$ cat src/rtl/czl_pkg.sv
package czl_pkg;

    localparam int COORD_BITS  = 13;
    localparam int METRIC_BITS = 16;
    // magnitude of (value - min) * 100
    localparam int QUO_BITS    = METRIC_BITS + 7;
    localparam int DIV_CNT_W   = $clog2(QUO_BITS);

    localparam logic [6:0] CNT_MAX     = 7'd127;
    localparam logic [6:0] CU_SIZE_MAX = 7'd64;

    localparam logic [7:0] GREY_LEVEL = 8'd128;
    localparam logic [7:0] GREY_Y     = 8'd126;
    localparam logic [7:0] GREY_UV    = 8'd128;

    localparam logic CFG_METRIC_MIN = 1'b0;
    localparam logic CFG_METRIC_MAX = 1'b1;

    typedef struct packed {
        logic [COORD_BITS-1:0]         ctu_x;
        logic [COORD_BITS-1:0]         ctu_y;
        logic [1:0]                    cu_depth;
        logic signed [METRIC_BITS-1:0] metric_value;
    } t_cu_in;

    typedef struct packed {
        logic [COORD_BITS-1:0] cu_x;
        logic [COORD_BITS-1:0] cu_y;
        logic [6:0]            cu_size;
        logic [7:0]            luma;
        logic [7:0]            chroma_u;
        logic [7:0]            chroma_v;
        logic                  position_overflow;
        logic                  value_out_of_range;
    } t_cu_out;

    typedef struct packed {
        logic [COORD_BITS-1:0]       cu_x;
        logic [COORD_BITS-1:0]       cu_y;
        logic [6:0]                  cu_size;
        logic                        position_overflow;
        logic signed [METRIC_BITS:0] diff;
        logic signed [METRIC_BITS:0] span;
    } t_queue_entry;

    typedef enum logic [1:0] {
        S_IDLE,
        S_DIV,
        S_MAP,
        S_EMIT
    } t_back_state;

endpackage

$ cat src/rtl/czl_front.sv
module czl_front (
    input  logic                           i_clk,
    input  logic                           i_rst_n,
    input  logic                           i_in_valid,
    input  czl_pkg::t_cu_in                i_in_data,
    input  logic                           i_q_ready,
    output logic                           o_q_push,
    output czl_pkg::t_queue_entry          o_q_entry,
    input  logic                           i_cfg_we,
    input  logic                           i_cfg_idx,
    input  logic [czl_pkg::METRIC_BITS-1:0] i_cfg_data
);

    localparam int CB = czl_pkg::COORD_BITS;
    localparam int MB = czl_pkg::METRIC_BITS;

    logic [CB-1:0] r_last_x, r_last_y;
    logic          r_have;
    logic [6:0]    r_cnt [3];
    logic [6:0]    n_cnt [3];
    logic [6:0]    w_cnt [3];
    logic signed [MB-1:0] r_min, r_max;

    logic        w_accept;
    logic        w_new_ctu;
    logic [11:0] w_pos;
    logic        w_ovf;
    logic [5:0]  w_ox, w_oy;
    logic signed [MB:0] w_diff, w_span;

    assign w_accept  = i_in_valid && i_q_ready;
    assign w_new_ctu = !r_have || (i_in_data.ctu_x != r_last_x) || (i_in_data.ctu_y != r_last_y);

    always_comb begin
        for (int k = 0; k < 3; k++) begin
            w_cnt[k] = w_new_ctu ? 7'd0 : r_cnt[k];
        end
    end

    assign w_pos = {1'b0, w_cnt[0], 4'b0} + {3'b0, w_cnt[1], 2'b0} + {5'b0, w_cnt[2]};
    assign w_ovf = (w_pos >= 12'd64);
    assign w_ox  = w_ovf ? 6'd0 : {w_pos[4], w_pos[2], w_pos[0], 3'b0};
    assign w_oy  = w_ovf ? 6'd0 : {w_pos[5], w_pos[3], w_pos[1], 3'b0};

    always_comb begin
        for (int k = 0; k < 3; k++) begin
            n_cnt[k] = w_cnt[k];
            if (!w_ovf && (i_in_data.cu_depth == 2'(k + 1)) && (w_cnt[k] < czl_pkg::CNT_MAX)) begin
                n_cnt[k] = w_cnt[k] + 7'd1;
            end
        end
    end

    assign w_diff = $signed({i_in_data.metric_value[MB-1], i_in_data.metric_value})
                  - $signed({r_min[MB-1], r_min});
    assign w_span = $signed({r_max[MB-1], r_max}) - $signed({r_min[MB-1], r_min});

    always_comb begin
        o_q_entry.cu_x              = i_in_data.ctu_x + CB'(w_ox);
        o_q_entry.cu_y              = i_in_data.ctu_y + CB'(w_oy);
        o_q_entry.cu_size           = czl_pkg::CU_SIZE_MAX >> i_in_data.cu_depth;
        o_q_entry.position_overflow = w_ovf;
        o_q_entry.diff              = w_diff;
        o_q_entry.span              = w_span;
    end

    assign o_q_push = w_accept;

    always_ff @(posedge i_clk) begin
        if (!i_rst_n) begin
            r_last_x <= '0;
            r_last_y <= '0;
            r_have   <= 1'b0;
            for (int k = 0; k < 3; k++) r_cnt[k] <= '0;
        end else if (w_accept) begin
            r_last_x <= i_in_data.ctu_x;
            r_last_y <= i_in_data.ctu_y;
            r_have   <= 1'b1;
            for (int k = 0; k < 3; k++) r_cnt[k] <= n_cnt[k];
        end
    end

    always_ff @(posedge i_clk) begin
        if (!i_rst_n) begin
            r_min <= '0;
            r_max <= MB'(100);
        end else if (i_cfg_we) begin
            case (i_cfg_idx)
                czl_pkg::CFG_METRIC_MIN: r_min <= i_cfg_data;
                czl_pkg::CFG_METRIC_MAX: r_max <= i_cfg_data;
                default: ;
            endcase
        end
    end

endmodule

$ cat src/rtl/czl_fifo.sv
module czl_fifo #(
    parameter int DEPTH = 2
) (
    input  logic                  i_clk,
    input  logic                  i_rst_n,
    input  logic                  i_push,
    input  czl_pkg::t_queue_entry i_data,
    output logic                  o_ready,
    output logic                  o_valid,
    output czl_pkg::t_queue_entry o_data,
    input  logic                  i_pop
);

    localparam int PW = (DEPTH > 1) ? $clog2(DEPTH) : 1;
    localparam int CW = $clog2(DEPTH + 1);

    czl_pkg::t_queue_entry r_mem [DEPTH];
    logic [PW-1:0] r_wr_ptr, r_rd_ptr;
    logic [CW-1:0] r_count;

    assign o_ready = (r_count != CW'(DEPTH));
    assign o_valid = (r_count != '0);
    assign o_data  = r_mem[r_rd_ptr];

    always_ff @(posedge i_clk) begin
        if (i_push) r_mem[r_wr_ptr] <= i_data;
    end

    always_ff @(posedge i_clk) begin
        if (!i_rst_n) begin
            r_wr_ptr <= '0;
            r_rd_ptr <= '0;
            r_count  <= '0;
        end else begin
            if (i_push) begin
                r_wr_ptr <= (r_wr_ptr == PW'(DEPTH - 1)) ? '0 : r_wr_ptr + PW'(1);
            end
            if (i_pop) begin
                r_rd_ptr <= (r_rd_ptr == PW'(DEPTH - 1)) ? '0 : r_rd_ptr + PW'(1);
            end
            case ({i_push, i_pop})
                2'b10:   r_count <= r_count + CW'(1);
                2'b01:   r_count <= r_count - CW'(1);
                default: ;
            endcase
        end
    end

endmodule

$ cat src/rtl/czl_back.sv
module czl_back (
    input  logic                  i_clk,
    input  logic                  i_rst_n,
    input  logic                  i_q_valid,
    input  czl_pkg::t_queue_entry i_q_entry,
    output logic                  o_q_pop,
    output logic                  o_out_valid,
    input  logic                  i_out_ready,
    output czl_pkg::t_cu_out      o_out_data
);

    localparam int MB  = czl_pkg::METRIC_BITS;
    localparam int QB  = czl_pkg::QUO_BITS;
    localparam int DCW = czl_pkg::DIV_CNT_W;

    typedef enum logic [2:0] {
        B_BLUE_CYAN,
        B_CYAN_GREEN,
        B_GREEN_YELLOW,
        B_YELLOW_RED,
        B_RED
    } t_band;

    czl_pkg::t_back_state r_state, n_state;

    czl_pkg::t_queue_entry r_ent;
    logic          r_neg, r_grey;
    logic [MB-1:0] r_den, r_rem;
    logic [QB-1:0] r_quo;
    logic [DCW-1:0] r_step;
    logic [7:0]    r_red, r_grn, r_blu;
    logic          r_out_valid;
    czl_pkg::t_cu_out r_out;

    logic          w_out_load;
    logic [MB:0]   w_shift;
    logic [MB+1:0] w_trial;
    logic          w_ge;
    logic [MB:0]   w_dmag, w_smag;

    t_band      w_band;
    logic [4:0] w_frac;
    logic [7:0] w_f;
    logic       w_gry;
    logic [7:0] w_red, w_grn, w_blu;

    function automatic logic [7:0] f_yuv(input logic signed [9:0] ca, input logic signed [9:0] cb,
                                         input logic signed [9:0] cc, input logic [7:0] r,
                                         input logic [7:0] g, input logic [7:0] b,
                                         input logic signed [9:0] add);
        logic signed [17:0] acc;
        logic signed [17:0] sh;
        acc = 18'(ca) * $signed({10'b0, r}) + 18'(cb) * $signed({10'b0, g})
            + 18'(cc) * $signed({10'b0, b}) + 18'sd128;
        sh  = (acc >>> 8) + 18'(add);
        if (sh < 0) return 8'd0;
        else if (sh > 18'sd255) return 8'd255;
        else return sh[7:0];
    endfunction

    // control outputs
    always_comb begin
        o_q_pop    = (r_state == czl_pkg::S_IDLE) && i_q_valid;
        w_out_load = (r_state == czl_pkg::S_EMIT) && (!r_out_valid || i_out_ready);
    end

    always_comb begin
        n_state = r_state;
        case (r_state)
            czl_pkg::S_IDLE: if (i_q_valid) begin
                n_state = (i_q_entry.span == '0) ? czl_pkg::S_MAP : czl_pkg::S_DIV;
            end
            czl_pkg::S_DIV:  if (r_step == '0) n_state = czl_pkg::S_MAP;
            czl_pkg::S_MAP:  n_state = czl_pkg::S_EMIT;
            czl_pkg::S_EMIT: if (w_out_load) n_state = czl_pkg::S_IDLE;
            default:         n_state = czl_pkg::S_IDLE;
        endcase
    end

    // restoring divider, one quotient bit a cycle
    assign w_shift = {r_rem, r_quo[QB-1]};
    assign w_trial = {1'b0, w_shift} - {2'b0, r_den};
    assign w_ge    = !w_trial[MB+1];

    assign w_dmag = i_q_entry.diff[MB] ? -i_q_entry.diff : i_q_entry.diff;
    assign w_smag = i_q_entry.span[MB] ? -i_q_entry.span : i_q_entry.span;

    always_comb begin
        w_band = B_BLUE_CYAN;
        w_frac = '0;
        w_gry  = r_grey;
        if (r_neg) begin
            if (r_quo > QB'(24)) w_gry = 1'b1;
        end else if (r_quo > QB'(124)) begin
            w_gry = 1'b1;
        end else if (r_quo >= QB'(100)) begin
            w_band = B_RED;
            w_frac = 5'(r_quo - QB'(100));
        end else if (r_quo >= QB'(75)) begin
            w_band = B_YELLOW_RED;
            w_frac = 5'(r_quo - QB'(75));
        end else if (r_quo >= QB'(50)) begin
            w_band = B_GREEN_YELLOW;
            w_frac = 5'(r_quo - QB'(50));
        end else if (r_quo >= QB'(25)) begin
            w_band = B_CYAN_GREEN;
            w_frac = 5'(r_quo - QB'(25));
        end else begin
            w_frac = 5'(r_quo);
        end
    end

    assign w_f = 8'(w_frac) * 8'd10;

    always_comb begin
        w_red = czl_pkg::GREY_LEVEL;
        w_grn = czl_pkg::GREY_LEVEL;
        w_blu = czl_pkg::GREY_LEVEL;
        if (!w_gry) begin
            case (w_band)
                B_BLUE_CYAN:    begin w_red = 8'd0;   w_grn = w_f;          w_blu = 8'd255; end
                B_CYAN_GREEN:   begin w_red = 8'd0;   w_grn = 8'd255;       w_blu = 8'd255 - w_f; end
                B_GREEN_YELLOW: begin w_red = w_f;    w_grn = 8'd255;       w_blu = 8'd0; end
                B_YELLOW_RED:   begin w_red = 8'd255; w_grn = 8'd255 - w_f; w_blu = 8'd0; end
                B_RED:          begin w_red = 8'd255; w_grn = 8'd0;         w_blu = 8'd0; end
                default:        begin w_red = 8'd255; w_grn = 8'd0;         w_blu = 8'd0; end
            endcase
        end
    end

    always_ff @(posedge i_clk) begin
        if (!i_rst_n) r_state <= czl_pkg::S_IDLE;
        else          r_state <= n_state;
    end

    always_ff @(posedge i_clk) begin
        case (r_state)
            czl_pkg::S_IDLE: if (o_q_pop) begin
                r_ent  <= i_q_entry;
                r_neg  <= i_q_entry.diff[MB] ^ i_q_entry.span[MB];
                r_grey <= (i_q_entry.span == '0);
                r_den  <= w_smag[MB-1:0];
                r_rem  <= '0;
                r_quo  <= QB'(w_dmag[MB-1:0]) * QB'(100);
                r_step <= DCW'(QB - 1);
            end
            czl_pkg::S_DIV: begin
                r_rem  <= w_ge ? w_trial[MB-1:0] : w_shift[MB-1:0];
                r_quo  <= {r_quo[QB-2:0], w_ge};
                r_step <= r_step - DCW'(1);
            end
            czl_pkg::S_MAP: begin
                r_red  <= w_red;
                r_grn  <= w_grn;
                r_blu  <= w_blu;
                r_grey <= w_gry;
            end
            default: ;
        endcase
    end

    always_ff @(posedge i_clk) begin
        if (w_out_load) begin
            r_out.cu_x               <= r_ent.cu_x;
            r_out.cu_y               <= r_ent.cu_y;
            r_out.cu_size            <= r_ent.cu_size;
            r_out.position_overflow  <= r_ent.position_overflow;
            r_out.value_out_of_range <= r_grey;
            r_out.luma     <= f_yuv(10'sd66, 10'sd129, 10'sd25, r_red, r_grn, r_blu, 10'sd16);
            r_out.chroma_u <= f_yuv(-10'sd38, -10'sd74, 10'sd112, r_red, r_grn, r_blu, 10'sd128);
            r_out.chroma_v <= f_yuv(10'sd112, -10'sd94, -10'sd18, r_red, r_grn, r_blu, 10'sd128);
        end
    end

    always_ff @(posedge i_clk) begin
        if (!i_rst_n)        r_out_valid <= 1'b0;
        else if (w_out_load) r_out_valid <= 1'b1;
        else if (i_out_ready) r_out_valid <= 1'b0;
    end

    assign o_out_valid = r_out_valid;
    assign o_out_data  = r_out;

endmodule

$ cat src/rtl/cu_zscan_locator_heat_color_top.sv
// Flow: an input transfer goes into the queue; the back end pops it while idle, runs the
//   bit-serial divider unless metric_max equals metric_min, then maps and registers the colour.
// Queueing: the back end pops no new item until its last result is loaded into the output
//   register; the input queue takes QUEUE_DEPTH items ahead of it.
// Reset: synchronous, active low; clears queue, CTU history, depth counters, output
//   valid, and sets metric_min = 0, metric_max = 100.
module cu_zscan_locator_heat_color_top #(
    parameter int QUEUE_DEPTH = 2
) (
    input  logic                            i_clk,
    input  logic                            i_rst_n,
    input  logic                            i_in_valid,
    output logic                            o_in_ready,
    input  czl_pkg::t_cu_in                 i_in_data,
    output logic                            o_out_valid,
    input  logic                            i_out_ready,
    output czl_pkg::t_cu_out                o_out_data,
    input  logic                            i_cfg_we,
    input  logic                            i_cfg_idx,
    input  logic [czl_pkg::METRIC_BITS-1:0] i_cfg_data
);

    logic                  w_push, w_q_ready, w_q_valid, w_pop;
    czl_pkg::t_queue_entry w_push_entry, w_pop_entry;

    czl_front u_front (
        .i_clk      (i_clk),
        .i_rst_n    (i_rst_n),
        .i_in_valid (i_in_valid),
        .i_in_data  (i_in_data),
        .i_q_ready  (w_q_ready),
        .o_q_push   (w_push),
        .o_q_entry  (w_push_entry),
        .i_cfg_we   (i_cfg_we),
        .i_cfg_idx  (i_cfg_idx),
        .i_cfg_data (i_cfg_data)
    );

    czl_fifo #(
        .DEPTH (QUEUE_DEPTH)
    ) u_fifo (
        .i_clk   (i_clk),
        .i_rst_n (i_rst_n),
        .i_push  (w_push),
        .i_data  (w_push_entry),
        .o_ready (w_q_ready),
        .o_valid (w_q_valid),
        .o_data  (w_pop_entry),
        .i_pop   (w_pop)
    );

    czl_back u_back (
        .i_clk       (i_clk),
        .i_rst_n     (i_rst_n),
        .i_q_valid   (w_q_valid),
        .i_q_entry   (w_pop_entry),
        .o_q_pop     (w_pop),
        .o_out_valid (o_out_valid),
        .i_out_ready (i_out_ready),
        .o_out_data  (o_out_data)
    );

    assign o_in_ready = w_q_ready;

endmodule

$ cat config.mk
export PLATFORM = sky130hd
export DESIGN_NAME = cu_zscan_locator_heat_color_top
export DESIGN_NICKNAME = d
export VERILOG_FILES = /design/src/rtl/czl_pkg.sv /design/src/rtl/czl_front.sv /design/src/rtl/czl_fifo.sv /design/src/rtl/czl_back.sv /design/src/rtl/cu_zscan_locator_heat_color_top.sv
export SDC_FILE = /design/constraint.sdc
export NUM_CORES = 1
export LEC_CHECK = 0
export BUFFER_PORTS_ARGS = -buffer_cell sky130_fd_sc_hd__buf_2
export CAP_MARGIN = 20
export CORE_MARGIN = 1
export CORE_UTILIZATION = 40
export DETAILED_ROUTE_END_ITERATION = 8
export GPL_ROUTABILITY_DRIVEN = 0
export GPL_TIMING_DRIVEN = 0
export PLACE_DENSITY_LB_ADDON = 0.1
export SLEW_MARGIN = 30
export SYNTH_ARGS = -nofsm -noshare
export SYNTH_HDL_FRONTEND = slang
export SYNTH_SLANG_ARGS = --single-unit
$ cat constraint.sdc
create_clock -name i_clk -period 6.5 [get_ports i_clk]
set_input_delay 1.95 -clock i_clk [delete_from_list [all_inputs] [get_ports i_clk]]
set_output_delay 1.95 -clock i_clk [all_outputs]
set_load 0.1 [all_outputs]
**Word-level counts from Yosys, hierarchy flattened**

Memories as Yosys holds them, arrays and structs flattened. A register that Yosys moved wholly into a read port is not among the register bits.
Index checks and enable logic that the tools add are counted.

- Add/sub/neg operators: 34
- Shift operators: 1
- Mux-type cells: 60
- Bitwise gates (word level): 5
- Magnitude comparators: 16
- Reductions and logical operators: 33
- Equal/unequal tests: 18
- Multipliers: 11

Operators by type and width:

| kind | count |
|---|---|
| 18-bit adder | 6 |
| 16-bit 2-to-1 mux | 4 |
| 7-bit 2-to-1 mux | 9 |
| 18-bit by 9-bit adder with 18-bit output (second input constant) | 3 |
| 23-bit by 7-bit >= comparator with 1-bit output (second input constant) | 2 |
| 23-bit one-hot mux with 2 select lines | 1 |
| 5-bit 2-to-1 mux | 7 |
| 16-bit by 16-bit subtractor with 17-bit output | 2 |
| 11-bit by 9-bit greater-than comparator with 1-bit output (second input constant) | 3 |
| 11-bit by 1-bit less-than comparator with 1-bit output (second input constant) | 3 |
| 7-bit by 9-bit multiplier with 16-bit output (first input constant) | 2 |
| 16-bit negator | 2 |
| 16-bit one-hot mux with 2 select lines | 1 |
| 8-bit one-hot mux with 2 select lines | 2 |
| 13-bit by 6-bit adder with 13-bit output | 2 |
| 13-bit != test | 2 |
| 8-bit 2-to-1 mux | 3 |
| 8-bit one-hot mux with 3 select lines | 1 |
| 23-bit by 5-bit >= comparator with 1-bit output (second input constant) | 1 |
| 23-bit by 6-bit >= comparator with 1-bit output (second input constant) | 1 |
| 23-bit by 5-bit greater-than comparator with 1-bit output (second input constant) | 1 |
| 23-bit by 7-bit greater-than comparator with 1-bit output (second input constant) | 1 |
| 23-bit 2-to-1 mux | 1 |
| 10-bit by 9-bit adder with 11-bit output (second input constant) | 2 |
| 52 further kinds | 116 |

- Output and inout port bits: 61
- Memories: 2
- Input port bits: 66
- Bits in writable memories: 157
- Flip-flop bits (word level): 245

Memories:

| name | words | bits a word | rd ports | clocked after memory_dff | wr ports | line | text |
|---|---|---|---|---|---|---|---|
| u_fifo.r_mem | 2 | 68 | 1 | 1 | 1 | czl_fifo.sv:17 | `czl_pkg::t_queue_entry r_mem [DEPTH];` |
| u_front.r_cnt | 3 | 7 | 3 | 0 | 3 | czl_front.sv:19 | `logic [6:0] r_cnt [3];` |

**Longest topological paths before layout**

- Depth in word-level cells: 12
- Depth in mapped cells: 35
- Gate-level depth less buffers: 35

**Modules after synthesis**

From an unflattened synthesis, not the netlist that was laid out.

- Cells, all modules: 2862
- Area total of the unflattened synthesis: 30759.5 sq um

Modules (own cells, without submodules):

| module | instances | cells an instance | sequential area each (sq um) | area an instance (sq um) |
|---|---|---|---|---|
| czl_back | 1 | 1875 | 5435.2 | 19338.5 |
| czl_front | 1 | 753 | 1811.7 | 6221.0 |
| czl_fifo | 1 | 234 | 4184.0 | 5200.0 |

**Worst setup path before layout**

Ideal clock, no wire load.

- Path kind: reg2reg
- Start point: reg u_back.r_grn[4]
- End point: reg u_back.r_out (netlist bit u_back.o_out_data[16]) (data pin)
- Required time: 6.223 ns
- Setup slack: -0.323 ns
- Stages on the path, launching flop included: 29
- Library setup time: 0.277 ns
- Data arrival time: 6.546 ns
- Buffers on the path: 0
- Path through: edfxtp_1 > inv_1 > ha_1 > fa_1 > inv_1 > fa_1 > inv_1 > fa_1 > inv_1 > ha_1 > a21oi_1 > o21bai_1 > a21oi_1 > xor2_1 > fa_1 > inv_1 > ha_1 > ha_1 > a21o_1 > a21o_1 > a21oi_1 > o21ai_1 > a21oi_2 > o21bai_1 > xor2_1 > ha_1 > nor3_1 > a211oi_1 > a21oi_1

- Longest elaborated chain between the ends: 7

RTL lines:

| element | line | text |
|---|---|---|
| from (decl) | czl_back.sv:31 | `logic [7:0] r_red, r_grn, r_blu;` |
| from (signal assigned) | czl_back.sv:154 | `r_grn <= w_grn;` |
| 7-bit by 9-bit multiplier with 16-bit output (*) | czl_back.sv:53 | `acc = 18'(ca) * $signed({10'b0, r}) + 18'(cb) * $signed({10'b0, g})` |
| 18-bit adder (*) | czl_back.sv:53 |  |
| 18-bit adder (*) | czl_back.sv:54 | `+ 18'(cc) * $signed({10'b0, b}) + 18'sd128;` |
| 18-bit by 9-bit adder with 18-bit output (*) | czl_back.sv:54 |  |
| 10-bit by 9-bit adder with 11-bit output (*) | czl_back.sv:55 | `sh = (acc >>> 8) + 18'(add);` |
| 11-bit by 9-bit greater-than comparator with 1-bit output | czl_back.sv:57 | `else if (sh > 18'sd255) return 8'd255;` |
| 8-bit 2-to-1 mux | czl_back.sv:57 |  |
| to (decl) | czl_back.sv:33 | `czl_pkg::t_cu_out r_out;` |

Mark *: on every way between the ends. The rest lies on a longest branch, timed or not.
A chain may end at the register's enable or synchronous reset.

**Worst setup path after layout**

- Start point: reg u_back.r_grn[2]
- End point: reg u_back.r_out (netlist bit u_back.o_out_data[10]) (data pin)

The elaborated chain is that of the path after synthesis.

==> metrics.md <==
| Metric | Value |
|---|---|
| RSZ-0062 raised after global routing | yes |
| First-pass GRT wire length | 115600 um |
| Critical Path Max Stage Delay | 0.54 ns |
| Wire length per cell | ~17 um |
| Worst-path clk slew | 0.06 ns |
| Largest net degree at the start of global routing | 49 |
| Post-synthesis mux area share | 0.02328 |
| Number of hold buffers added after CTS | 0 |
| Initial core utilization | 0.4044 |
| Fill count | 6843 |
| Max Root-Sink Buffers | 3 |
| Antenna viol nets, final | 0 |
| Via density | ~5.0 |
| Core ar. | between 0.07 and 0.08 mm^2 |
| Worst-skew pair later-pin latency | 0.60 ns |
| Fmax | 148.8 MHz |
| Post-synth EDFFs | about 320 |
| Crit path launch type | flip-flop |
| Critical Path RT | 6.80 ns |
| CP max FO | 5 |
| First DRT Iteration DRCs | 871 |
| Syn Area/Cell | 10.36 um^2 |
| Final #Nets | 3822 |
| CTS tree | done |
| Critical path's slowest cell | edfxtp_1 |
| Final hold viol count | 0 |
| Most frequent cells in the layout | ha_1, inv_1, edfxtp_1, nand2_1, xnor2_1 |
| FF+latch count, synth | 391 |
| Die area | 0.07636 mm^2 |
| Post-synthesis cell type count | 79 |
| Vias in the first global route | 21940 |
| Ys async rst share | 0 |
| Post-Route Utilization | 0.4837 |
| Final setup violation count | 16 |
| Top FF cell, synth | edfxtp_1 |
| Setup TNS | -2.168 ns |
| CP Class | reg2reg |
| Max-slew violation count | 0 |
| Clock Skews | ~0.036 ns |
| Slew HR | 0.4443 |
| DR DRC count | 0 |
| Failing checks | setup timing |
| Ys Warns | 0 |
| Worst hold slack | 0.4181 ns |
| Area grow syn2layout | 19.61% |
| WL final | 72110 um |
| I/O Pins | 127 |
| Netlist Area Pre-Place | 0.03010 mm^2 |
| Worst-Margin Slew | about 0.83 ns |
| Post-synthesis sequential area ratio | 0.3677 |
| Die Wd | 276.3 um |
| Cell row count | 100 |
| Via count | 21210 |
| Ranking of synthesized cells by area | edfxtp_1, ha_1, fa_1, inv_1, xnor2_1 |
| Dominant cell type by area after synthesis | edfxtp_1 |
| CTS Sinks | a little under 400 |
| Htree depth | 2 |
| CTS root buf | clkbuf_16 |
| Fin crit share | 1.034 |
| Antenna violations before repair | 3 |
| Arrival time at the worst endpoint | approximately 7.0 ns |
| Fin worst setup slack | -0.2226 ns |
| Die Y | 276.3 um |
| Min Tclk post-route | 6.723 ns |
| Number of port buffers | 123 |
| Largest family of logic cells by synthesized area | adder cells |
| Post-synthesis adder-cell area fraction | 0.2599 |
| Cells after synthesis | between 2000 and 3000 |
| Max cap viols | 0 |
| CTS Buf Count | 46 |
| Share of post-route cells with drive strength above 1 | 0.1806 |
| Status | complete, but fails checks |
| GRT Util Overall | 0.1882 |
| Critical Path Sink Type | flip-flop |
| Synth Area in Simple Gates | 0.1094 |
| Pre-antenna DRT Iters | 5 |
| Grt total ovfl | 0 |
| Most common cell after layout, fill and taps aside | ha_1 |
| Synth top area share | 0.3232 |
| HP Class | reg2reg |
| DPL Wire Length | 55060 um |
| Post-synthesis xor/xnor area fraction | 0.06978 |
| Post-synthesis compound-gate area fraction | 0.1133 |
[path summary, 6_finish.rpt]
| kind | startpoint | endpoint | slack, ns | cells after the start |
|---|---|---|---|---|
| min | u_back.r_ent[41] | u_back.o_out_data[32] | 0.42 | 0 |
| max reg2reg | u_back.r_grn[2] | u_back.o_out_data[10] | -0.22 | 31 |
| min reg2reg | u_back.r_ent[41] | u_back.o_out_data[32] | 0.42 | 0 |
| max | u_back.r_grn[2] | u_back.o_out_data[10] | -0.22 | 31 |
[cells by family after synthesis]
| logic type | Yosys count |
|---|---|
| AND/OR/NAND/NOR | 683 |
| flip-flops | 391 |
| buffers and inverters | 447 |
| other | 1 |
| multiplexers | 65 |
| XOR/XNOR | 239 |
| adder cells (fa/ha/maj) | 554 |
| AO/OA/AOI/OAI | 527 |
[cell usage after synthesis (10+ instances only)]
cell type and count:
mux2i_1 25, fa_1 119, a31oi_1 21, a21oi_1 136, o21ai_0 115, nand4_1 14
clkbuf_1 50, o32ai_1 10, dfxtp_1 67, a211oi_1 12, nand3_1 52, a21o_1 43
inv_1 384, mux2_2 40, xor2_1 77, edfxtp_1 324, or2_2 13, o21bai_1 24
nor2b_1 30, nor2_1 133, and3_1 26, xnor2_1 161, nand2b_1 39, ha_1 435
and2_1 34, a21boi_0 64, nor3_1 52, o21a_1 22, nand2_1 242, or3_1 15
[critical path, delay by kind of cell (launching register included)]
kind            cells  cell delay, ns
flops               1            0.54
buf+inv             8            0.63
xor+xnor            2            0.37
fa+ha+maj           9            3.19
compound gates     12            1.73
[layer usage]
layer | up-vias | wire (um) | GRT usage | share of wire
met4 | 0 | 1960 | 0.05558 | 0.027
met1 | 10200 | 31230 | 0.2293 | 0.43
met5 | - | 0 | 0 | 0
met3 | 86 | 1842 | 0.01960 | 0.026
met2 | 249 | 37070 | 0.3473 | 0.51
li1 | 10680 | - | - | -
[repair_timing]
item                       4_1_cts  5_1_grt
setup endpoints to repair       69       52
gates resized for setup        132       96
pin swaps                       90       84
setup buffers                   92       24
[final cells by class]
class / count / area (um^2) / area share
clock inverter: 28 / 435.4 / 0.01209
clock buffer: 57 / 1212 / 0.03367
antenna: 2 / 5.005 / 0.0001390
timing repair buffer: 247 / 1817 / 0.05045
sequential: 391 / 11070 / 0.3074
multi-input combinational: 2071 / 18530 / 0.5146
buffer: 61 / 269.0 / 0.007471
inverter: 384 / 1456 / 0.04045
tap: 969 / 1212 / 0.03367
[registers in the layout (all words and copies together), names as in the netlist, 21 cells and up, named ones only]
| register | flops |
|---|---|
| u_fifo.r_mem | 130 |
| u_back.o_out_data | 56 |
| u_back.r_ent | 31 |
| u_back.r_quo | 23 |
| u_front.r_cnt | 21 |
[metrics by stage]
step / instances / setup slack (ns) / instance area [um^2]
after floorplan: 2909 / -0.006401 / 30220
after global placement: 4001 / -1.282 / 32050
after detailed placement: 4011 / -1.136 / 32360
after CTS: 4188 / -0.2749 / 35360
after global routing: 4209 / -0.5078 / 36010
final: 4210 / -0.2226 / 36010
Power is not shown: default switching activity piles up to over one toggle a cycle in this logic, so the estimate is an artifact.
